==> config.mk <==
export PLATFORM = sky130hd
export DESIGN_NAME = epoch_seconds_to_date_time_core
export DESIGN_NICKNAME = d
export VERILOG_FILES = /design/src/hw/rtl/epd_pkg.sv /design/src/hw/rtl/epd_pipe_ctrl.sv /design/src/hw/rtl/epd_day_split.sv /design/src/hw/rtl/epd_date_path.sv /design/src/hw/rtl/epd_time_path.sv /design/src/hw/rtl/epoch_seconds_to_date_time_core.sv
export SDC_FILE = /design/constraint.sdc
export NUM_CORES = 2
export LEC_CHECK = 0
export BUFFER_PORTS_ARGS = -buffer_cell sky130_fd_sc_hd__buf_2
export CAP_MARGIN = 20
export CELL_PAD_IN_SITES_DETAIL_PLACEMENT = 1
export CELL_PAD_IN_SITES_GLOBAL_PLACEMENT = 2
export CORE_AREA = 2 2 296 225
export CTS_CLUSTER_SIZE = 14
export DETAILED_ROUTE_END_ITERATION = 6
export DIE_AREA = 0 0 298 227
export MAX_ROUTING_LAYER = met4
export PLACE_DENSITY = 0.83
export SYNTH_ARGS = -nofsm -noshare
export SYNTH_HDL_FRONTEND = slang
export SYNTH_SLANG_ARGS = --single-unit
==> constraint.sdc <==
create_clock -name clk -period 9 [get_ports clk]
set_input_delay 0.9 -clock clk [delete_from_list [all_inputs] [get_ports clk]]
set_output_delay 0.9 -clock clk [all_outputs]
set_load 0.02 [all_outputs]
==> src/hw/rtl/epd_pkg.sv <==
// Shared constants, types and calendar helpers for the epoch-to-date core.
`default_nettype none

package epd_pkg;

    localparam int NUM_STAGES = 6;

    localparam int IN_W       = 32;
    localparam int OUT_DATA_W = 40;
    localparam int OUT_USER_W = 1;

    localparam int DAY_W   = 5;
    localparam int MON_W   = 4;
    localparam int YEAR_W  = 11;
    localparam int HOUR_W  = 5;
    localparam int MIN_W   = 6;
    localparam int SEC_W   = 6;

    localparam int RAW_W   = 31;
    localparam int DAYS_W  = 15;
    localparam int REM_W   = 17;
    localparam int CYC_W   = 5;
    localparam int DOY_W   = 11;
    localparam int REMH_W  = 12;

    // Reciprocals for exact division over the operand ranges used here
    // days = (raw >> 7) / 675, since 86400 = 128 * 675
    localparam logic [24:0] DAY_RECIP  = 25'd25451659;
    localparam int          DAY_SHIFT  = 34;
    localparam logic [15:0] CYC_RECIP  = 16'd45934;
    localparam int          CYC_SHIFT  = 26;
    localparam logic [17:0] HOUR_RECIP = 18'd149131;
    localparam int          HOUR_SHIFT = 29;
    // minutes = (remh >> 2) / 15
    localparam logic [10:0] MIN_RECIP  = 11'd1093;
    localparam int          MIN_SHIFT  = 14;

    localparam logic [16:0] SECS_PER_DAY  = 17'd86400;
    localparam logic [11:0] SECS_PER_HOUR = 12'd3600;
    localparam logic [10:0] DAYS_PER_CYC  = 11'd1461;
    localparam logic [10:0] BASE_YEAR     = 11'd1970;

    // First day of each month (zero-based day of year), common year
    localparam logic [8:0] MONTH_START [12] = '{
        9'd0, 9'd31, 9'd59, 9'd90, 9'd120, 9'd151,
        9'd181, 9'd212, 9'd243, 9'd273, 9'd304, 9'd334
    };

    typedef struct packed {
        logic [NUM_STAGES-1:0] load;
        logic                  neg;
    } epd_ctrl_t;

    typedef struct packed {
        logic [MON_W-1:0] month;
        logic [DAY_W-1:0] day;
    } epd_md_t;

    function automatic epd_md_t month_day(input logic [8:0] doy, input logic leap);
        epd_md_t          md;
        logic [8:0]       start;
        logic [8:0]       base;
        logic [MON_W-1:0] mon;
        mon  = MON_W'(1);
        base = 9'd0;
        for (int i = 1; i < 12; i++)
        begin
            start = MONTH_START[i] + ((leap && i >= 2) ? 9'd1 : 9'd0);
            if (doy >= start)
            begin
                mon  = MON_W'(i + 1);
                base = start;
            end
        end
        md.month = mon;
        md.day   = DAY_W'(doy - base + 9'd1);
        return md;
    endfunction

endpackage

`default_nettype wire

==> src/hw/rtl/epd_pipe_ctrl.sv <==
// Valid/stall control for the fixed-depth pipeline and the sign tag.
`default_nettype none

module epd_pipe_ctrl (
    input  wire logic              clk,
    input  wire logic              rst_n,
    input  wire logic              s_tvalid,
    output logic                   s_tready,
    input  wire logic              neg_in,
    output logic                   m_tvalid,
    input  wire logic              m_tready,
    output epd_pkg::epd_ctrl_t     ctrl
);
    import epd_pkg::*;

    logic [NUM_STAGES-1:0] valid_reg, valid_next;
    logic [NUM_STAGES-2:0] neg_reg, neg_next;
    logic [NUM_STAGES-1:0] adv;
    logic [NUM_STAGES-1:0] load;

    always_comb
    begin
        // a stage may take new data when empty or when its content moves on
        adv[NUM_STAGES-1] = !valid_reg[NUM_STAGES-1] || m_tready;
        for (int k = NUM_STAGES - 2; k >= 0; k--)
        begin
            adv[k] = !valid_reg[k] || adv[k+1];
        end

        load[0]       = s_tvalid && adv[0];
        valid_next[0] = adv[0] ? s_tvalid : valid_reg[0];
        for (int k = 1; k < NUM_STAGES; k++)
        begin
            load[k]       = valid_reg[k-1] && adv[k];
            valid_next[k] = adv[k] ? valid_reg[k-1] : valid_reg[k];
        end

        neg_next[0] = load[0] ? neg_in : neg_reg[0];
        for (int k = 1; k < NUM_STAGES - 1; k++)
        begin
            neg_next[k] = load[k] ? neg_reg[k-1] : neg_reg[k];
        end
    end

    always_ff @(posedge clk or negedge rst_n)
    begin
        if (!rst_n)
        begin
            valid_reg <= '0;
            neg_reg   <= '0;
        end
        else
        begin
            valid_reg <= valid_next;
            neg_reg   <= neg_next;
        end
    end

    assign s_tready  = adv[0];
    assign m_tvalid  = valid_reg[NUM_STAGES-1];
    assign ctrl.load = load;
    assign ctrl.neg  = neg_reg[NUM_STAGES-2];

`ifndef NO_ASSERTIONS
    a_ready_only_on_stall: assert property (@(posedge clk) disable iff (!rst_n)
        !s_tready |-> (m_tvalid && !m_tready))
        else $error("input stalled while output not stalled");
    a_ready_when_drained: assert property (@(posedge clk) disable iff (!rst_n)
        m_tready |-> s_tready)
        else $error("input stalled with output ready");
    a_accept_enters: assert property (@(posedge clk) disable iff (!rst_n)
        (s_tvalid && s_tready) |=> valid_reg[0])
        else $error("accepted item not held in first stage");
`endif

endmodule

`default_nettype wire

==> src/hw/rtl/epd_day_split.sv <==
// Splits the seconds count into whole days and seconds within the day.
`default_nettype none

module epd_day_split (
    input  wire logic                        clk,
    input  wire epd_pkg::epd_ctrl_t          ctrl,
    input  wire logic [epd_pkg::RAW_W-1:0]   raw,
    output logic      [epd_pkg::DAYS_W-1:0]  days,
    output logic      [epd_pkg::REM_W-1:0]   rem
);
    import epd_pkg::*;

    logic [RAW_W-1:0]  raw1_reg, raw2_reg;
    logic [DAYS_W-1:0] days2_reg, days2_next, days3_reg;
    logic [REM_W-1:0]  rem3_reg, rem3_next;
    logic [48:0]       day_prod;
    logic [31:0]       day_secs;

    always_comb
    begin
        day_prod   = 49'(raw1_reg[RAW_W-1:7]) * 49'(DAY_RECIP);
        days2_next = day_prod[DAY_SHIFT +: DAYS_W];
        day_secs   = 32'(days2_reg) * 32'(SECS_PER_DAY);
        rem3_next  = REM_W'(32'(raw2_reg) - day_secs);
    end

    always_ff @(posedge clk)
    begin
        if (ctrl.load[0])
        begin
            raw1_reg <= raw;
        end
        if (ctrl.load[1])
        begin
            raw2_reg  <= raw1_reg;
            days2_reg <= days2_next;
        end
        if (ctrl.load[2])
        begin
            days3_reg <= days2_reg;
            rem3_reg  <= rem3_next;
        end
    end

    assign days = days3_reg;
    assign rem  = rem3_reg;

endmodule

`default_nettype wire

==> src/hw/rtl/epd_date_path.sv <==
// Day count to year, month and day of month via four-year cycles.
`default_nettype none

module epd_date_path (
    input  wire logic                        clk,
    input  wire epd_pkg::epd_ctrl_t          ctrl,
    input  wire logic [epd_pkg::DAYS_W-1:0]  days,
    output logic      [epd_pkg::DAY_W-1:0]   day_of_month,
    output logic      [epd_pkg::MON_W-1:0]   month_number,
    output logic      [epd_pkg::YEAR_W-1:0]  year_number
);
    import epd_pkg::*;

    logic [CYC_W-1:0]  cyc4_reg, cyc4_next;
    logic [DAYS_W-1:0] days4_reg;
    logic [30:0]       cyc_prod;
    logic [DAYS_W-1:0] cyc_days;
    logic [DOY_W-1:0]  r;
    logic [8:0]        doy5_reg, doy5_next;
    logic              leap5_reg, leap5_next;
    logic [YEAR_W-1:0] year5_reg, year5_next;
    logic [1:0]        yoff;
    epd_md_t           md;

    always_comb
    begin
        cyc_prod  = 31'(days) * 31'(CYC_RECIP);
        cyc4_next = cyc_prod[CYC_SHIFT +: CYC_W];

        cyc_days = DAYS_W'(cyc4_reg) * DAYS_W'(DAYS_PER_CYC);
        r        = DOY_W'(days4_reg - cyc_days);
        // cycle from 1970: common, common, leap, common
        leap5_next = 1'b0;
        if (r < DOY_W'(365))
        begin
            yoff      = 2'd0;
            doy5_next = 9'(r);
        end
        else if (r < DOY_W'(730))
        begin
            yoff      = 2'd1;
            doy5_next = 9'(r - DOY_W'(365));
        end
        else if (r < DOY_W'(1096))
        begin
            yoff       = 2'd2;
            doy5_next  = 9'(r - DOY_W'(730));
            leap5_next = 1'b1;
        end
        else
        begin
            yoff      = 2'd3;
            doy5_next = 9'(r - DOY_W'(1096));
        end
        year5_next = BASE_YEAR + YEAR_W'({cyc4_reg, 2'b00}) + YEAR_W'(yoff);

        md = month_day(doy5_reg, leap5_reg);
    end

    always_ff @(posedge clk)
    begin
        if (ctrl.load[3])
        begin
            cyc4_reg  <= cyc4_next;
            days4_reg <= days;
        end
        if (ctrl.load[4])
        begin
            doy5_reg  <= doy5_next;
            leap5_reg <= leap5_next;
            year5_reg <= year5_next;
        end
    end

    assign day_of_month = md.day;
    assign month_number = md.month;
    assign year_number  = year5_reg;

endmodule

`default_nettype wire

==> src/hw/rtl/epd_time_path.sv <==
// Seconds within the day to hour, minute and second.
`default_nettype none

module epd_time_path (
    input  wire logic                        clk,
    input  wire epd_pkg::epd_ctrl_t          ctrl,
    input  wire logic [epd_pkg::REM_W-1:0]   rem,
    output logic      [epd_pkg::HOUR_W-1:0]  hour_of_day,
    output logic      [epd_pkg::MIN_W-1:0]   minute_of_hour,
    output logic      [epd_pkg::SEC_W-1:0]   second_of_minute
);
    import epd_pkg::*;

    logic [HOUR_W-1:0] hour4_reg, hour4_next, hour5_reg;
    logic [REM_W-1:0]  rem4_reg;
    logic [REMH_W-1:0] remh5_reg, remh5_next;
    logic [34:0]       hour_prod;
    logic [REM_W-1:0]  hour_secs;
    logic [20:0]       min_prod;
    logic [MIN_W-1:0]  minute;
    logic [REMH_W-1:0] min_secs;

    always_comb
    begin
        hour_prod  = 35'(rem) * 35'(HOUR_RECIP);
        hour4_next = hour_prod[HOUR_SHIFT +: HOUR_W];

        hour_secs  = REM_W'(hour4_reg) * REM_W'(SECS_PER_HOUR);
        remh5_next = REMH_W'(rem4_reg - hour_secs);

        min_prod = 21'(remh5_reg[REMH_W-1:2]) * 21'(MIN_RECIP);
        minute   = min_prod[MIN_SHIFT +: MIN_W];
        // minute * 60 as (m << 6) - (m << 2)
        min_secs = (REMH_W'(minute) << 6) - (REMH_W'(minute) << 2);
    end

    always_ff @(posedge clk)
    begin
        if (ctrl.load[3])
        begin
            hour4_reg <= hour4_next;
            rem4_reg  <= rem;
        end
        if (ctrl.load[4])
        begin
            hour5_reg <= hour4_reg;
            remh5_reg <= remh5_next;
        end
    end

    assign hour_of_day      = hour5_reg;
    assign minute_of_hour   = minute;
    assign second_of_minute = SEC_W'(remh5_reg - min_secs);

endmodule

`default_nettype wire

==> src/hw/rtl/epoch_seconds_to_date_time_core.sv <==
// A result reaches the master side once its item has passed every register stage.
// Throughput: one item per cycle; six register stages, the day and hour divisions
// each take a reciprocal multiply followed by a multiply-back in the next stage.
// A master-side stall holds each full stage with no empty stage after it; empty
// stages still fill. Reset (rst_n, asynchronous, active low) empties every stage;
// data registers keep whatever they held, only valid and sign tags are cleared.
`default_nettype none

module epoch_seconds_to_date_time_core (
    input  wire logic                              clk,
    input  wire logic                              rst_n,
    input  wire logic [epd_pkg::IN_W-1:0]          s_tdata,  // [31:0] epoch_seconds
    input  wire logic                              s_tvalid,
    output logic                                   s_tready,
    // [4:0] day_of_month, [8:5] month_number, [19:9] year_number,
    // [24:20] hour_of_day, [30:25] minute_of_hour, [36:31] second_of_minute,
    // [39:37] zero
    output logic      [epd_pkg::OUT_DATA_W-1:0]    m_tdata,
    output logic      [epd_pkg::OUT_USER_W-1:0]    m_tuser,  // [0] negative_error
    output logic                                   m_tvalid,
    input  wire logic                              m_tready
);
    import epd_pkg::*;

    epd_ctrl_t         ctrl;
    logic [DAYS_W-1:0] days;
    logic [REM_W-1:0]  rem;
    logic [DAY_W-1:0]  day_c;
    logic [MON_W-1:0]  mon_c;
    logic [YEAR_W-1:0] year_c;
    logic [HOUR_W-1:0] hour_c;
    logic [MIN_W-1:0]  min_c;
    logic [SEC_W-1:0]  sec_c;

    logic [DAY_W-1:0]  day_reg;
    logic [MON_W-1:0]  mon_reg;
    logic [YEAR_W-1:0] year_reg;
    logic [HOUR_W-1:0] hour_reg;
    logic [MIN_W-1:0]  min_reg;
    logic [SEC_W-1:0]  sec_reg;
    logic              err_reg;

    epd_pipe_ctrl u_ctrl (
        .clk      (clk),
        .rst_n    (rst_n),
        .s_tvalid (s_tvalid),
        .s_tready (s_tready),
        .neg_in   (s_tdata[IN_W-1]),
        .m_tvalid (m_tvalid),
        .m_tready (m_tready),
        .ctrl     (ctrl)
    );

    epd_day_split u_split (
        .clk  (clk),
        .ctrl (ctrl),
        .raw  (s_tdata[RAW_W-1:0]),
        .days (days),
        .rem  (rem)
    );

    epd_date_path u_date (
        .clk          (clk),
        .ctrl         (ctrl),
        .days         (days),
        .day_of_month (day_c),
        .month_number (mon_c),
        .year_number  (year_c)
    );

    epd_time_path u_time (
        .clk              (clk),
        .ctrl             (ctrl),
        .rem              (rem),
        .hour_of_day      (hour_c),
        .minute_of_hour   (min_c),
        .second_of_minute (sec_c)
    );

    // output stage; a negative count zeroes every field
    always_ff @(posedge clk)
    begin
        if (ctrl.load[NUM_STAGES-1])
        begin
            err_reg  <= ctrl.neg;
            day_reg  <= ctrl.neg ? '0 : day_c;
            mon_reg  <= ctrl.neg ? '0 : mon_c;
            year_reg <= ctrl.neg ? '0 : year_c;
            hour_reg <= ctrl.neg ? '0 : hour_c;
            min_reg  <= ctrl.neg ? '0 : min_c;
            sec_reg  <= ctrl.neg ? '0 : sec_c;
        end
    end

    assign m_tdata = {3'b000, sec_reg, min_reg, hour_reg, year_reg, mon_reg, day_reg};
    assign m_tuser = err_reg;

`ifndef NO_ASSERTIONS
    a_error_zeroes: assert property (@(posedge clk) disable iff (!rst_n)
        (m_tvalid && m_tuser[0]) |-> (m_tdata == '0))
        else $error("negative item with non-zero fields");
    a_date_sane: assert property (@(posedge clk) disable iff (!rst_n)
        (m_tvalid && !m_tuser[0]) |->
            (mon_reg != '0 && mon_reg <= MON_W'(12) && day_reg != '0
             && year_reg >= BASE_YEAR && hour_reg <= HOUR_W'(23)
             && min_reg <= MIN_W'(59) && sec_reg <= SEC_W'(59)))
        else $error("date or time field out of range");
`endif

endmodule

`default_nettype wire
==> impl_metrics.toml <==
[timing]
drv_slew = 0
fmax_mhz = 144.1
worst_pin_slew_ns = 1.092
rsz0062_at_grt = "no"
hold_slack_ns = 0.1986
setup_tns_ns = 0
timing.final.crit_share_pct = 77.10
max-slew-margin-rel_pct = 27.08
hold_viol_final = 0
setup_viol_count_final = 0
post-route-min-period_ns = 6.939
skew_ns = 0.01523

[die]
dieArea_um2 = 67650
die_x_um = 298
placementRows = 81
io_pins = 79
core_um2 = 64660
initial_core_util_pct = 44.68
die_h_um = 227

[final_layout]
syn_to_final_growth_pct = 7.883
fin_util_pct = 48.20
largest_reg_flops = 31
nets = 3750
drive_gt1_share_pct = 5.928
fin_area_um2 = 31160

[setup_path]
worst-setup-path-type = "flop to flop"
ff2ff_setup_slack_ns = 2.06
crit_path_end_kind = "flop"
regToRegEndpoint = "u_split.days2_reg[14]"
r2r_cells = 21
critPathLaunchType = "flop"
worst-path-max-fanout = 8
crit_required_ns = 9.33
arrival_ns = 7.27
critical_path.reg2reg.startpoint = "u_split.raw1_reg[11]"

[place]
dp_hpwl_um = 58810
io_buffers = 75
gp_congestion = 0.8864
placed_cell_area_um2 = 30310

[global_route]
grt.busiest_layer = "met2"
grt_max_degree = 40
grt_util_all_layers_pct = 21.42
grt_pass1_wl_um = 110700
use_met3_pct = 3.006
first_global_vias = 20567
met1_usage_pct = 27.88
grt_use_met2_pct = 35.91
antenna_found_initial = 3
grt_overflow = 0

[clock_network]
cts_root_buf = "clkbuf_16"
clkTransAtPathRegs_ns = 0.07
numCtsBuffers = 26
ctsHoldBuffers = 0
insertion_delay_ns = 0.58
cts_num_sinks = 215
cts-resized-gates = 0
cts_tree = "done"
ctsLongestPathBuffers = 3
ctsHtreeMaxLevel = 1
cts_setup_buffers = 0

[drt]
final_antenna_net_count = 0
wl_per_cell_um = 18.95
firstDrtPassIters = 5
drcViolationCount = 0
first_iter_violations = 678
num_vias = 17942
vias_per_cell = 5.023
wirelength_um = 67700

[yosys]
yosysMostFrequentCell = "inv_1"
ys_warn_count = 0
netlist_instances = 2588
synthTopCellsByArea = "ha_1 29%, fa_1 25%, edfxtp_1 21%, inv_1 8.9%, xnor2_1 2.4%"
synth_common_cells = "685 x inv_1, 679 x ha_1, 356 x fa_1"
syn_area_um2 = 28890
synth_top_area_cell = "ha_1"
ys_types = 83
synth-seq-cells = 215
ys.flop_type = "edfxtp_1"
synth-seq-area-share_pct = 22.16
synth_edf_count = 204
syn_avg_cell_area_um2 = 11.16
synth-async-reset-ratio_pct = 5.116
synth_top_area_share_pct = 29.41

[run_status]
status = "completed"

[min_path]
hp-class = "input port to asynchronous set/reset pin"

[job]
cap_violations = 0
==> placed cells by master, fill, tap and decap left out, types with 4 or more instances in the layout <==
cell type  instances
inv_1            685
ha_1             679
fa_1             356
edfxtp_1         204
xnor2_1           78
buf_2             75
a21oi_1           73
nor2_1            67
a21o_1            45
o21ai_0           43
nand2_1           39
nor2b_1           38
clkbuf_16         26
xor2_1            25
nand3_1           20
nor3_1            18
nand2b_1          16
o21bai_1          13
nand4_1           11
dfrtp_1           11
o21a_1            10
and3_1             9
a2111oi_0          7
a211oi_1           7
mux2_2             7
a31oi_1            6
o211ai_1           6
o31a_1             5
a311oi_1           5
clkinv_2           5
clkbuf_1           5
a21boi_0           4
and2_1             4
a211o_1            4
or3_1              4
buf_4              4
==> cell families (layout without fill, tap and decap cells) <==
family | Yosys count | count (layout) | share of synthesized area (%)
other cells | 1 | 5 | 0.01298
compound gates | 267 | 267 | 6.380
flops | 215 | 215 | 22.16
xor+xnor | 106 | 106 | 3.331
fa+ha+maj | 1035 | 1035 | 54.08
simple gates | 251 | 251 | 4.474
buf+inv | 706 | 815 | 9.291
mux | 7 | 7 | 0.2729
==> worst max-delay path by stage <==
stage | start | slack, ns | to | cells after the start
2_1_floorplan | u_split.raw1_reg[23] | 2.85 | u_split.days2_reg[8] | 20
3_3_place_gp | u_split.raw1_reg[11] | 2.18 | u_split.days2_reg[14] | 21
3_5_place_dp | u_split.raw1_reg[11] | 2.10 | u_split.days2_reg[14] | 21
4_1_cts | u_split.raw1_reg[11] | 2.04 | u_split.days2_reg[14] | 21
5_1_grt | u_split.raw1_reg[11] | 1.67 | u_split.days2_reg[14] | 21
6_report | u_split.raw1_reg[11] | 2.06 | u_split.days2_reg[14] | 21
==> routing by layer <==
metal  vias up  share of wire (%)
li1       8630                  -
met1      8954                 47
met2       270                 47
met4         0                2.2
met3        88                3.9
met5         -                  0
==> through the flow <==
step	instances	worst slack [ns]
after floorplan	2590	2.846
after global placement	3521	2.175
after detailed placement	3521	2.099
after CTS	3569	2.040
after global routing	3572	1.668
final	3572	2.061
==> critical path, stage by stage, from the launching register on <==
cell      delay, ns
edfxtp_1       0.71
inv_1          0.27
ha_1           0.44
inv_1          0.11
fa_1           0.51
ha_1           0.30
inv_1          0.06
fa_1           0.47
fa_1           0.41
fa_1           0.52
fa_1           0.55
inv_1          0.04
ha_1           0.31
a21oi_1        0.19
o21ai_0        0.14
a211oi_1       0.28
o211ai_1       0.15
a22oi_1        0.44
a211oi_1       0.23
o21ai_0        0.26
o211ai_1       0.14
xnor2_1        0.14
==> area by class of cell <==
cell class / instances / area [um2]
antenna: 2 / 5.005
clock buffer: 33 / 696.9
clock inverter: 15 / 135.1
fill: 7021 / 33490
inverter: 687 / 2580
multi-input combinational: 1669 / 19840
sequential: 215 / 6401
tap: 871 / 1090
timing repair buffer: 80 / 420.4
Power is not shown: default switching activity piles up to over one toggle a cycle in this logic, so the estimate is an artifact.
